File: src/hw/rtl/renc_pkg.sv
package renc_pkg;

    // Default parameter values
    localparam int VALUE_WIDTH_DEF = 32;
    localparam int TIME_WIDTH_DEF  = 32;

    // Result queue sizing: one item causes at most MAX_EVENTS results
    localparam int MAX_EVENTS = 3;
    localparam int Q_DEPTH    = 4;

    // Input opcodes
    localparam logic OP_SAMPLE = 1'b0;
    localparam logic OP_LOAD   = 1'b1;

    // Configuration register indexes
    localparam logic [2:0] REG_PRESS_BIAS   = 3'd0;
    localparam logic [2:0] REG_LONG_TIME    = 3'd1;
    localparam logic [2:0] REG_LOWER_LIMIT  = 3'd2;
    localparam logic [2:0] REG_UPPER_LIMIT  = 3'd3;
    localparam logic [2:0] REG_LOWER_ENABLE = 3'd4;
    localparam logic [2:0] REG_UPPER_ENABLE = 3'd5;
    localparam logic [2:0] REG_WRAP_ENABLE  = 3'd6;
    localparam logic [2:0] REG_BUTTON_EN    = 3'd7;

    // Register reset values
    localparam logic [15:0] PRESS_BIAS_RST = 16'd50;
    localparam logic [15:0] LONG_TIME_RST  = 16'd1000;

    // Event kinds
    localparam logic [2:0] EV_PRESS  = 3'd0;
    localparam logic [2:0] EV_RELEASE = 3'd1;
    localparam logic [2:0] EV_LONG   = 3'd2;
    localparam logic [2:0] EV_RIGHT  = 3'd3;
    localparam logic [2:0] EV_LEFT   = 3'd4;

    // Button phases
    localparam logic [1:0] PH_IDLE      = 2'd0;
    localparam logic [1:0] PH_PRESSED   = 2'd1;
    localparam logic [1:0] PH_CONFIRMED = 2'd2;

    // Pending directions
    localparam logic [1:0] DIR_NONE  = 2'd0;
    localparam logic [1:0] DIR_RIGHT = 2'd1;
    localparam logic [1:0] DIR_LEFT  = 2'd2;

    // Quadrature codes {a, b}
    localparam logic [1:0] QC_BOTH_LOW = 2'b00;
    localparam logic [1:0] QC_B_HIGH   = 2'b01;
    localparam logic [1:0] QC_A_HIGH   = 2'b10;
    localparam logic [1:0] QC_REST     = 2'b11;

    typedef struct packed {
        logic [2:0]  kind;
        logic [31:0] value;
        logic        down;
        logic [31:0] held;
        logic        rot;
        logic        last;
    } t_event;

endpackage

File: src/hw/rtl/rotary_encoder_with_button_events.sv
// Rotary encoder decoder with push button events.
//
// Input channel (i_valid / o_ready): one beat is either a pin sample
// (i_opcode = 0: quadrature pins, button level, millisecond tick) or a
// counter load (i_opcode = 1: i_new_value). Output channel (o_valid /
// i_ready): one beat per event, o_last set on the final event of a sample.
// A sample causes zero to three events (long press, release or press,
// rotate), all worked out in the cycle the sample is accepted and written
// to a four-entry result queue, from which the events leave in order.
// A new beat is accepted every cycle as long as the queue, after this
// cycle's pop, holds at most one entry, so a sample that yields at most one
// event sustains one beat per cycle; a burst of three events leaves as three
// output beats. When the receiver stalls the queue fills and o_ready drops
// until room for three events is back.
// Configuration is a plain write port (i_cfg_we, i_cfg_addr, i_cfg_data),
// taken at any clock edge with i_cfg_we high.
// Synchronous reset (i_rst_n low) empties the queue, restores the register
// defaults and returns the decoder to its rest state (code 3, button idle).
module rotary_encoder_with_button_events
    import renc_pkg::*;
#(
    parameter int VALUE_WIDTH = VALUE_WIDTH_DEF,
    parameter int TIME_WIDTH  = TIME_WIDTH_DEF
) (
    input  logic               i_clk,
    input  logic               i_rst_n,
    // configuration
    input  logic               i_cfg_we,
    input  logic [2:0]         i_cfg_addr,
    input  logic [31:0]        i_cfg_data,
    // input channel
    input  logic               i_valid,
    output logic               o_ready,
    input  logic               i_opcode,
    input  logic               i_quad_a,
    input  logic               i_quad_b,
    input  logic               i_button_level,
    input  logic               i_ms_tick,
    input  logic signed [31:0] i_new_value,
    // output channel
    output logic               o_valid,
    input  logic               i_ready,
    output logic [2:0]         o_event_kind,
    output logic signed [31:0] o_value,
    output logic               o_button_down,
    output logic [31:0]        o_held_time,
    output logic               o_rotated,
    output logic               o_last
);

    localparam int CW = (VALUE_WIDTH > 32) ? VALUE_WIDTH : 32;
    localparam int HW = (TIME_WIDTH > 32) ? TIME_WIDTH : 32;
    localparam int PW = $clog2(Q_DEPTH);
    localparam int NW = $clog2(Q_DEPTH + 1);

    // configuration registers
    logic [15:0]        r_press_bias;
    logic [15:0]        r_long_time;
    logic signed [31:0] r_lower_limit;
    logic signed [31:0] r_upper_limit;
    logic               r_lower_en;
    logic               r_upper_en;
    logic               r_wrap_en;
    logic               r_button_en;

    // decoder state
    logic [1:0]             r_last_code, n_last_code;
    logic [1:0]             r_dir, n_dir;
    logic [1:0]             r_phase, n_phase;
    logic [TIME_WIDTH-1:0]  r_elapsed, n_elapsed;
    logic [VALUE_WIDTH-1:0] r_counter, n_counter;
    logic                   r_pressed, n_pressed;
    logic                   r_rotated, n_rotated;

    // result queue
    t_event        r_queue [Q_DEPTH];
    logic [PW-1:0] r_wp;
    logic [PW-1:0] r_rp;
    logic [NW-1:0] r_count;

    logic          w_in_acc;
    logic          w_pop;
    logic [1:0]    w_nev;
    t_event        w_wr [MAX_EVENTS];

    always_ff @(posedge i_clk) begin
        if (!i_rst_n) begin
            r_press_bias  <= PRESS_BIAS_RST;
            r_long_time   <= LONG_TIME_RST;
            r_lower_limit <= '0;
            r_upper_limit <= '0;
            r_lower_en    <= 1'b0;
            r_upper_en    <= 1'b0;
            r_wrap_en     <= 1'b0;
            r_button_en   <= 1'b1;
        end else if (i_cfg_we) begin
            unique case (i_cfg_addr)
                REG_PRESS_BIAS:   r_press_bias  <= i_cfg_data[15:0];
                REG_LONG_TIME:    r_long_time   <= i_cfg_data[15:0];
                REG_LOWER_LIMIT:  r_lower_limit <= i_cfg_data;
                REG_UPPER_LIMIT:  r_upper_limit <= i_cfg_data;
                REG_LOWER_ENABLE: r_lower_en    <= i_cfg_data[0];
                REG_UPPER_ENABLE: r_upper_en    <= i_cfg_data[0];
                REG_WRAP_ENABLE:  r_wrap_en     <= i_cfg_data[0];
                REG_BUTTON_EN:    r_button_en   <= i_cfg_data[0];
                default: ;
            endcase
        end
    end

    // One pass over a beat: counter load, or state update and up to three events
    always_comb begin
        logic [1:0]             code;
        logic                   level;
        logic [TIME_WIDTH-1:0]  el;
        logic [HW-1:0]          diff;
        logic [HW-1:0]          el_ext;
        logic [31:0]            held_rel;
        logic                   rel_rot;
        logic                   ev_long, ev_rel, ev_press, ev_rot;
        logic [2:0]             rot_kind;
        logic                   rot_down;
        logic [31:0]            rot_held;
        logic [VALUE_WIDTH-1:0] v;
        logic signed [CW-1:0]   sv, lo, hi, load_ext;
        logic [CW-1:0]          cnt_ext, v_ext;
        t_event                 ev [MAX_EVENTS];
        logic [MAX_EVENTS-1:0]  ev_ok;
        logic [1:0]             idx;

        code  = {i_quad_a, i_quad_b};
        level = i_button_level;

        n_last_code = r_last_code;
        n_dir       = r_dir;
        n_phase     = r_phase;
        n_elapsed   = r_elapsed;
        n_counter   = r_counter;
        n_pressed   = r_pressed;
        n_rotated   = r_rotated;

        ev_long  = 1'b0;
        ev_rel   = 1'b0;
        ev_press = 1'b0;
        ev_rot   = 1'b0;
        rot_kind = EV_RIGHT;
        rot_down = 1'b0;
        rot_held = '0;
        rel_rot  = 1'b0;
        held_rel = '0;
        diff     = '0;
        el_ext   = '0;
        el       = r_elapsed;
        v        = r_counter;
        lo       = CW'(r_lower_limit);
        hi       = CW'(r_upper_limit);
        sv       = '0;
        load_ext = CW'(i_new_value);

        if (i_opcode == OP_LOAD) begin
            n_counter = load_ext[VALUE_WIDTH-1:0];
        end else begin
            // saturate the press timer
            if (i_ms_tick && (r_elapsed != '1)) el = r_elapsed + 1'b1;

            if (!r_button_en) begin
                n_phase = PH_IDLE;
            end else begin
                if (!level && (n_phase == PH_IDLE)) begin
                    el        = '0;
                    n_phase   = PH_PRESSED;
                    n_pressed = 1'b0;
                end
                diff     = HW'(el) - HW'(r_press_bias);
                held_rel = diff[31:0];
                if (level && (n_phase == PH_CONFIRMED)) begin
                    ev_rel    = 1'b1;
                    ev_long   = HW'(el) > HW'(r_long_time);
                    rel_rot   = n_rotated;
                    n_rotated = 1'b0;
                    n_pressed = 1'b0;
                end
                if (level) n_phase = PH_IDLE;
                if ((HW'(el) >= HW'(r_press_bias)) && !level && (n_phase == PH_PRESSED)) begin
                    n_phase   = PH_CONFIRMED;
                    ev_press  = 1'b1;
                    n_rotated = 1'b0;
                end
            end

            // half step while held confirms the press at once
            if (((code == QC_A_HIGH) || (code == QC_B_HIGH)) && (n_phase != PH_IDLE)) begin
                n_pressed = 1'b1;
                if (r_button_en && !level && (n_phase == PH_PRESSED)) begin
                    n_phase   = PH_CONFIRMED;
                    ev_press  = 1'b1;
                    n_rotated = 1'b0;
                end
            end

            if ((code != r_last_code) && (code != QC_BOTH_LOW)) begin
                if (code == QC_REST) begin
                    if ((r_dir == DIR_RIGHT) || (r_dir == DIR_LEFT)) begin
                        v  = (r_dir == DIR_RIGHT) ? r_counter + 1'b1 : r_counter - 1'b1;
                        sv = CW'(signed'(v));
                        if (r_lower_en && (sv < lo)) v = r_wrap_en ? hi[VALUE_WIDTH-1:0]
                                                                  : lo[VALUE_WIDTH-1:0];
                        sv = CW'(signed'(v));
                        if (r_upper_en && (sv > hi)) v = r_wrap_en ? lo[VALUE_WIDTH-1:0]
                                                                  : hi[VALUE_WIDTH-1:0];
                        n_counter = v;
                        n_rotated = 1'b1;
                        ev_rot    = 1'b1;
                        rot_kind  = (r_dir == DIR_RIGHT) ? EV_RIGHT : EV_LEFT;
                        rot_down  = (n_phase != PH_IDLE);
                        el_ext    = HW'(el);
                        rot_held  = n_pressed ? el_ext[31:0] : 32'd0;
                    end
                    n_last_code = QC_REST;
                    n_dir       = DIR_NONE;
                end else begin
                    if ((code == QC_B_HIGH) && (r_last_code == QC_A_HIGH)) n_dir = DIR_LEFT;
                    if ((code == QC_A_HIGH) && (r_last_code == QC_B_HIGH)) n_dir = DIR_RIGHT;
                    n_last_code = code;
                end
            end
            n_elapsed = el;
        end

        cnt_ext = CW'(r_counter);
        v_ext   = CW'(n_counter);

        // slot order: long press, release or press, rotate
        ev[0] = '{kind: EV_LONG, value: cnt_ext[31:0], down: 1'b1,
                  held: held_rel, rot: rel_rot, last: 1'b0};
        if (ev_rel) begin
            ev[1] = '{kind: EV_RELEASE, value: cnt_ext[31:0], down: 1'b1,
                      held: held_rel, rot: rel_rot, last: 1'b0};
        end else begin
            ev[1] = '{kind: EV_PRESS, value: cnt_ext[31:0], down: 1'b0,
                      held: 32'd0, rot: 1'b0, last: 1'b0};
        end
        ev[2] = '{kind: rot_kind, value: v_ext[31:0], down: rot_down,
                  held: rot_held, rot: 1'b1, last: 1'b0};
        ev_ok = {ev_rot, ev_rel | ev_press, ev_long};

        // pack valid slots to the front, mark the final one
        for (int i = 0; i < MAX_EVENTS; i++) w_wr[i] = ev[2];
        idx = '0;
        for (int i = 0; i < MAX_EVENTS; i++) begin
            if (ev_ok[i]) begin
                w_wr[idx] = ev[i];
                idx       = idx + 1'b1;
            end
        end
        if (idx != '0) w_wr[idx - 1'b1].last = 1'b1;
        w_nev = idx;
    end

    assign w_pop    = o_valid & i_ready;
    assign o_ready  = (r_count - NW'(w_pop)) <= NW'(Q_DEPTH - MAX_EVENTS);
    assign w_in_acc = i_valid & o_ready;

    always_ff @(posedge i_clk) begin
        if (!i_rst_n) begin
            r_last_code <= QC_REST;
            r_dir       <= DIR_NONE;
            r_phase     <= PH_IDLE;
            r_elapsed   <= '0;
            r_counter   <= '0;
            r_pressed   <= 1'b0;
            r_rotated   <= 1'b0;
        end else if (w_in_acc) begin
            r_last_code <= n_last_code;
            r_dir       <= n_dir;
            r_phase     <= n_phase;
            r_elapsed   <= n_elapsed;
            r_counter   <= n_counter;
            r_pressed   <= n_pressed;
            r_rotated   <= n_rotated;
        end
    end

    // queue pointers and fill level
    always_ff @(posedge i_clk) begin
        logic [1:0] push;
        push = w_in_acc ? w_nev : 2'd0;
        if (!i_rst_n) begin
            r_wp    <= '0;
            r_rp    <= '0;
            r_count <= '0;
        end else begin
            r_wp    <= r_wp + PW'(push);
            r_rp    <= r_rp + PW'(w_pop);
            r_count <= r_count + NW'(push) - NW'(w_pop);
        end
    end

    always_ff @(posedge i_clk) begin
        if (w_in_acc) begin
            for (int j = 0; j < MAX_EVENTS; j++) begin
                if (2'(j) < w_nev) r_queue[r_wp + PW'(j)] <= w_wr[j];
            end
        end
    end

    assign o_valid       = (r_count != '0);
    assign o_event_kind  = r_queue[r_rp].kind;
    assign o_value       = r_queue[r_rp].value;
    assign o_button_down = r_queue[r_rp].down;
    assign o_held_time   = r_queue[r_rp].held;
    assign o_rotated     = r_queue[r_rp].rot;
    assign o_last        = r_queue[r_rp].last;

    a_queue_bound: assert property (@(posedge i_clk) disable iff (!i_rst_n)
        r_count <= NW'(Q_DEPTH))
        else $error("result queue overfilled");

    a_no_overrun: assert property (@(posedge i_clk) disable iff (!i_rst_n)
        w_in_acc |=> (r_count <= NW'(Q_DEPTH)) && (r_count >= NW'($past(w_nev))))
        else $error("events lost on accept");

    a_phase_code: assert property (@(posedge i_clk) disable iff (!i_rst_n)
        r_phase != 2'd3)
        else $error("illegal button phase");

    a_dir_code: assert property (@(posedge i_clk) disable iff (!i_rst_n)
        r_dir != 2'd3)
        else $error("illegal pending direction");

    a_button_off: assert property (@(posedge i_clk) disable iff (!i_rst_n)
        (w_in_acc && (i_opcode == OP_SAMPLE) && !r_button_en) |=> (r_phase == PH_IDLE))
        else $error("button phase not idle while disabled");

endmodule
File: config.mk
export PLATFORM = sky130hd
export DESIGN_NAME = rotary_encoder_with_button_events
export DESIGN_NICKNAME = d
export VERILOG_FILES = /design/src/hw/rtl/renc_pkg.sv /design/src/hw/rtl/rotary_encoder_with_button_events.sv
export SDC_FILE = /design/constraint.sdc
export NUM_CORES = 2
export LEC_CHECK = 0
export BUFFER_PORTS_ARGS = -buffer_cell sky130_fd_sc_hd__buf_2
export CAP_MARGIN = 20
export CORE_UTILIZATION = 40
export DETAILED_ROUTE_END_ITERATION = 6
export REMOVE_ABC_BUFFERS = 1
export SYNTH_ARGS = -nofsm -noshare
export SYNTH_HDL_FRONTEND = slang
export SYNTH_SLANG_ARGS = --single-unit
File: constraint.sdc
create_clock -name i_clk -period 43.7 [get_ports i_clk]
set_clock_uncertainty 0.15 [all_clocks]
set_input_delay 13.11 -clock i_clk [delete_from_list [all_inputs] [get_ports i_clk]]
set_output_delay 13.11 -clock i_clk [all_outputs]
set_load 0.005 [all_outputs]
# After elaboration in Yosys (flattened, before gate mapping)
# Memories as Yosys holds them, arrays and structs flattened. A register that Yosys moved wholly into a read port is not among the register bits.
# Index checks and enable logic that the tools add are counted.
# totals
out_inout_bits	72
ram_bits	280
n_memories	1
input_bits	77
register_bits	179
# op_classes
bitwise	7
reduce_logical	38
n_lt_le_gt_ge	14
eq_ne	19
mux	109
n_addsub	14
# memory_table
name	words	word_bits	rd	rd_clocked_by_memory_dff	wr	line_no	text
r_queue	4	70	1	1	3	rotary_encoder_with_button_events.sv:76	t_event r_queue [Q_DEPTH];
# op_table
op	n
$mux 32	25
$bwmux 210	3
$mux 210	3
$demux 70 s2	3
$mux 70	3
$mux 68	1
$add 32x1->32 const B	2
$mux 1	46
$mux 2	20
$ge 32x16->1	1
$gt 32x16->1	1
$gt 32x32->1	1
$lt 32x32->1	1
$ne 32x32->1 const B	1
$sub 32x1->32 const B	1
$sub 32x16->32	1
$reduce_and 2->1	9
$logic_and 1x1->1	16
$mux 3	5
$eq 3x3->1 const B	4
$eq 2x1->1 const B	5
$eq 2x2->1 const B	5
$ge 3x3->1 const B	3
$lt 3x1->1 const B	3
25 further kinds	38

# Longest topological paths before layout
# logic_depth
word_depth	30
mapped_depth	40

# Worst setup path after synthesis
# No wires, ideal clock.
# synth_path
path_type	input-to-output
startpoint	input i_ready
endpoint	output o_ready
t_required_ns	30.440
stages	5
t_arrival_ns	13.915
setup_slack_ns	16.525
cell_sequence	and2_1 -> ha_1 -> ha_1 -> xnor2_1 -> and2_1
# synth_via
elab_chain_len	3
# synth_lines
item	line_no	text
start: declaration	rotary_encoder_with_button_events.sv:42	input logic i_ready,
$and 1x1->1	rotary_encoder_with_button_events.sv:260	assign w_pop = o_valid & i_ready;
$sub 3x1->3	rotary_encoder_with_button_events.sv:261	assign o_ready = (r_count - NW'(w_pop)) <= NW'(Q_DEPTH - MAX_EVENTS);
$le 3x1->1	rotary_encoder_with_button_events.sv:261	
end: declaration	rotary_encoder_with_button_events.sv:33	output logic o_ready,
# Every way passes these cells.

# Worst setup path in the final report
# Ends and elaborated chain as after synthesis.

==> flow_summary.yaml <==
global_routing:
  grt-ovfl-total: 0
  antenna_found_initial: 6
  grt_pass1_vias: 25045
  grt_max_degree: 90
  grt_pass1_wl_um: 158000
  grt_use_total_pct: 26.4
pwr:
  peakVddDrop_mv: 0.0414
  p_int_mw: 1.15
  leakagePower_nw: 12.3
  power_frac_clock_pct: 23.2
  netSwitchingPower_mw: 0.795
  seqPwrFrac_pct: 27.4
  p_sw_share_pct: 40.8
  combPwrFrac_pct: 49.4
  power_mw: 1.95
  power_density_nw_per_um2: 57.6
job:
  max_cap_viol_count: 0
clock_tree:
  cts-buffers-inserted: 50
  clock-root-buffer: "clkbuf_16"
  cts_sinks: 459
  htree_levels: 2
  cts_buffer_depth: 3
  cts_tree: "yes"
  post_cts_buffers: 0
  path_clk_slew_ns: 0.06
  hold_buffers: 0
  cts_resized: 0
  clock_latency_ns: 0.63
yosys:
  syn_area_per_cell_um2: 9.24
  ys_ff_latch: 459
  synth.area.top_cells: "edfxtp_1, dfxtp_1, ha_1"
  ys_types: 91
  ys_async_sr_fraction_pct: 0
  syn_area_um2: 30500
  ys_seq_area_share_pct: 39.4
  syn_inst: 3296
  synth-main-ff-cell: "edfxtp_1"
  yosysWarnings: 0
  synth_top_area_share_pct: 27.6
  yosysTopAreaCell: "edfxtp_1"
  synth-edff-count: 280
setup_path:
  start_kind: "input port"
  crit_type: "in -> out"
  cp.required_ns: 30.44
  worst-path-buf-inv: 2
  cp_max_fo: 3
  crit_chain: "buf_2, and2_1, ha_1, ha_1, xnor2_1, and2_1, buf_2"
  cp_top_family: "adder cells"
  timing.rr.end: "r_queue[0][57]"
  reg2regPathDepth: 30
  r2r_start: "r_dir[1]"
  cp_slowest_cell: "ha_1"
  critPathArrivalTime_ns: 14.19
  r2r_slack_ns: 32.80
  cpPeakStageDelay_ns: 0.19
  crit_path_end_kind: "output pin"
sta:
  tns_ns: 0
  final_max_slew_viol_count: 0
  whs_ns: 0.305
  hold_violations: 0
  slew_headroom_pct: 24.3
  finalSetupViolations: 0
  worst_pin_slew_ns: 1.12
  rsz0062_at_grt: "false"
  finalCritPeriodShare_pct: 62.8
  fmax_ghz: 0.0364
  final.min_clock_period_ns: 27.45
status:
  status: "finished clean"
layout:
  mostFrequentLayoutCells: "nand2_1, a21oi_1, edfxtp_1"
  nets: 3561
  fin_area_um2: 33800
  syn2layout_area_growth_pct: 11.1
  nFillCells: 7219
  drive_gt1_share_pct: 15.4
  final_util_pct: 45.1
  mostFrequentLayoutCell: "nand2_1"
placed_design:
  hpwl_um: 71500
  post_dp_cell_area_um2: 32000
  numPortBuffers: 148
  routabilityCongestion: 0.923
floorplan:
  coreArea_um2: 74900
  initial_core_util_pct: 40.6
  die_y_um: 278
  num_io_pins: 149
  rows: 100
  die_area_um2: 77200
  die_w_um: 278
detailed_routing:
  vias_per_cell: 6.17
  drt_iter0_markers: 3217
  via_count: 26823
  drcViolationCount: 0
  post_drt_wl_per_cell_um: 24.1
  finalWirelength_um: 105000
  drtAntennaViolNets: 0
  dr.pass1.iters: 6
min_path:
  hold_path_class: "reg -> reg"
  min_from: "r_lower_limit[30]"
  min_to: "r_lower_limit[30]"
  min_path_cells: 2
## worst max-delay path by stage
stage / start / to / slack (ns) / cells past startpoint
after floorplan: i_ready / o_ready / 16.53 / 5
after global placement: i_ready / o_ready / 16.25 / 7
after detailed placement: i_ready / o_ready / 16.26 / 7
after CTS: i_ready / o_ready / 16.25 / 7
after global routing: i_ready / o_ready / 16.15 / 7
final: i_ready / o_ready / 16.25 / 7
## power groups by stage
stage	Sequential (mW)	Combinational, mW	Clock (mW)
2_1_floorplan	0.531	0.677	0
3_3_place_gp	0.541	0.935	0
3_5_place_dp	0.541	0.940	0
4_1_cts	0.532	0.946	0.456
5_1_grt	0.537	1.06	0.470
6_report	0.534	0.963	0.452
## layout make-up
type | instances | area, µm² | area share (%)
repair buffers | 211 | 1270 | 3.74
clock inverters | 17 | 258 | 0.762
multi-input cells | 2476 | 17100 | 50.5
well taps | 969 | 1210 | 3.58
diodes | 1 | 2.50 | 0.00740
clock buffers | 75 | 1470 | 4.33
flip-flops and latches | 459 | 12000 | 35.5
inverters | 141 | 532 | 1.57
## worst register-to-register path, delay by kind of cell, from the launching register on
kind	cells	cell delay [ns]
compound gates	15	5.75
mux	1	0.41
flops	1	0.33
xor+xnor	1	0.16
simple gates	6	2.05
fa+ha+maj	4	1.33
buf+inv	3	0.47
## synthesized netlist by cell type, types with 13 or more instances
| master | n |
|---|---|
| a22oi_1 | 29 |
| ha_1 | 141 |
| xor2_1 | 30 |
| edfxtp_1 | 280 |
| a21oi_1 | 314 |
| a221oi_1 | 39 |
| a32oi_1 | 18 |
| nand2_1 | 397 |
| nand2b_1 | 23 |
| nand4_1 | 35 |
| mux2i_1 | 53 |
| o221ai_1 | 22 |
| buf_2 | 17 |
| nor4_1 | 13 |
| and2_1 | 22 |
| mux4_2 | 70 |
| a211oi_1 | 28 |
| o22ai_1 | 32 |
| o21a_1 | 20 |
| a21o_1 | 32 |
| o21ba_2 | 25 |
| a31oi_1 | 35 |
| or3_1 | 24 |
| mux2_2 | 74 |
| o21ai_0 | 248 |
| nor2b_1 | 14 |
| clkbuf_1 | 171 |
| dfxtp_1 | 179 |
| mux2_1 | 53 |
| nand3_1 | 58 |
| o211ai_1 | 55 |
| inv_1 | 140 |
| nor3_1 | 57 |
| nor2_1 | 281 |
| xnor2_1 | 56 |
| and3_1 | 31 |
## metal layers
layer | share of wire, % | track usage (%)
met1 | 45 | 38.8
met5 | 0.038 | 0
met2 | 42 | 38.2
met3 | 10 | 6.00
met4 | 2.9 | 8.12
## flip-flops by register name (all words and copies together), names as in the netlist, 2 cells and up
signal and flops:
r_queue 280, r_counter 32, r_elapsed 32, r_lower_limit 32, r_upper_limit 32, r_long_time 16
r_press_bias 16, r_count 3, r_dir 2, r_last_code 2, r_phase 2, r_rp 2
r_wp 2
## logic make-up after synthesis
family | count (synthesis) | share of synthesized area (%)
XOR/XNOR | 86 | 2.47
flip-flops | 459 | 39.4
multiplexers | 250 | 11.6
AO/OA/AOI/OAI | 995 | 20.6
AND/OR/NAND/NOR | 1000 | 14.9
buffers and inverters | 361 | 4.90
adder cells (fa/ha/maj) | 145 | 6.06
## stage by stage
step / instances / setup WS (ns)
floorplan: 3076 / 16.53
global placement: 4250 / 16.25
detailed placement: 4253 / 16.26
CTS: 4345 / 16.25
global route: 4349 / 16.15
finish: 4349 / 16.25
Note: power is estimated with default switching activity, not from simulation.
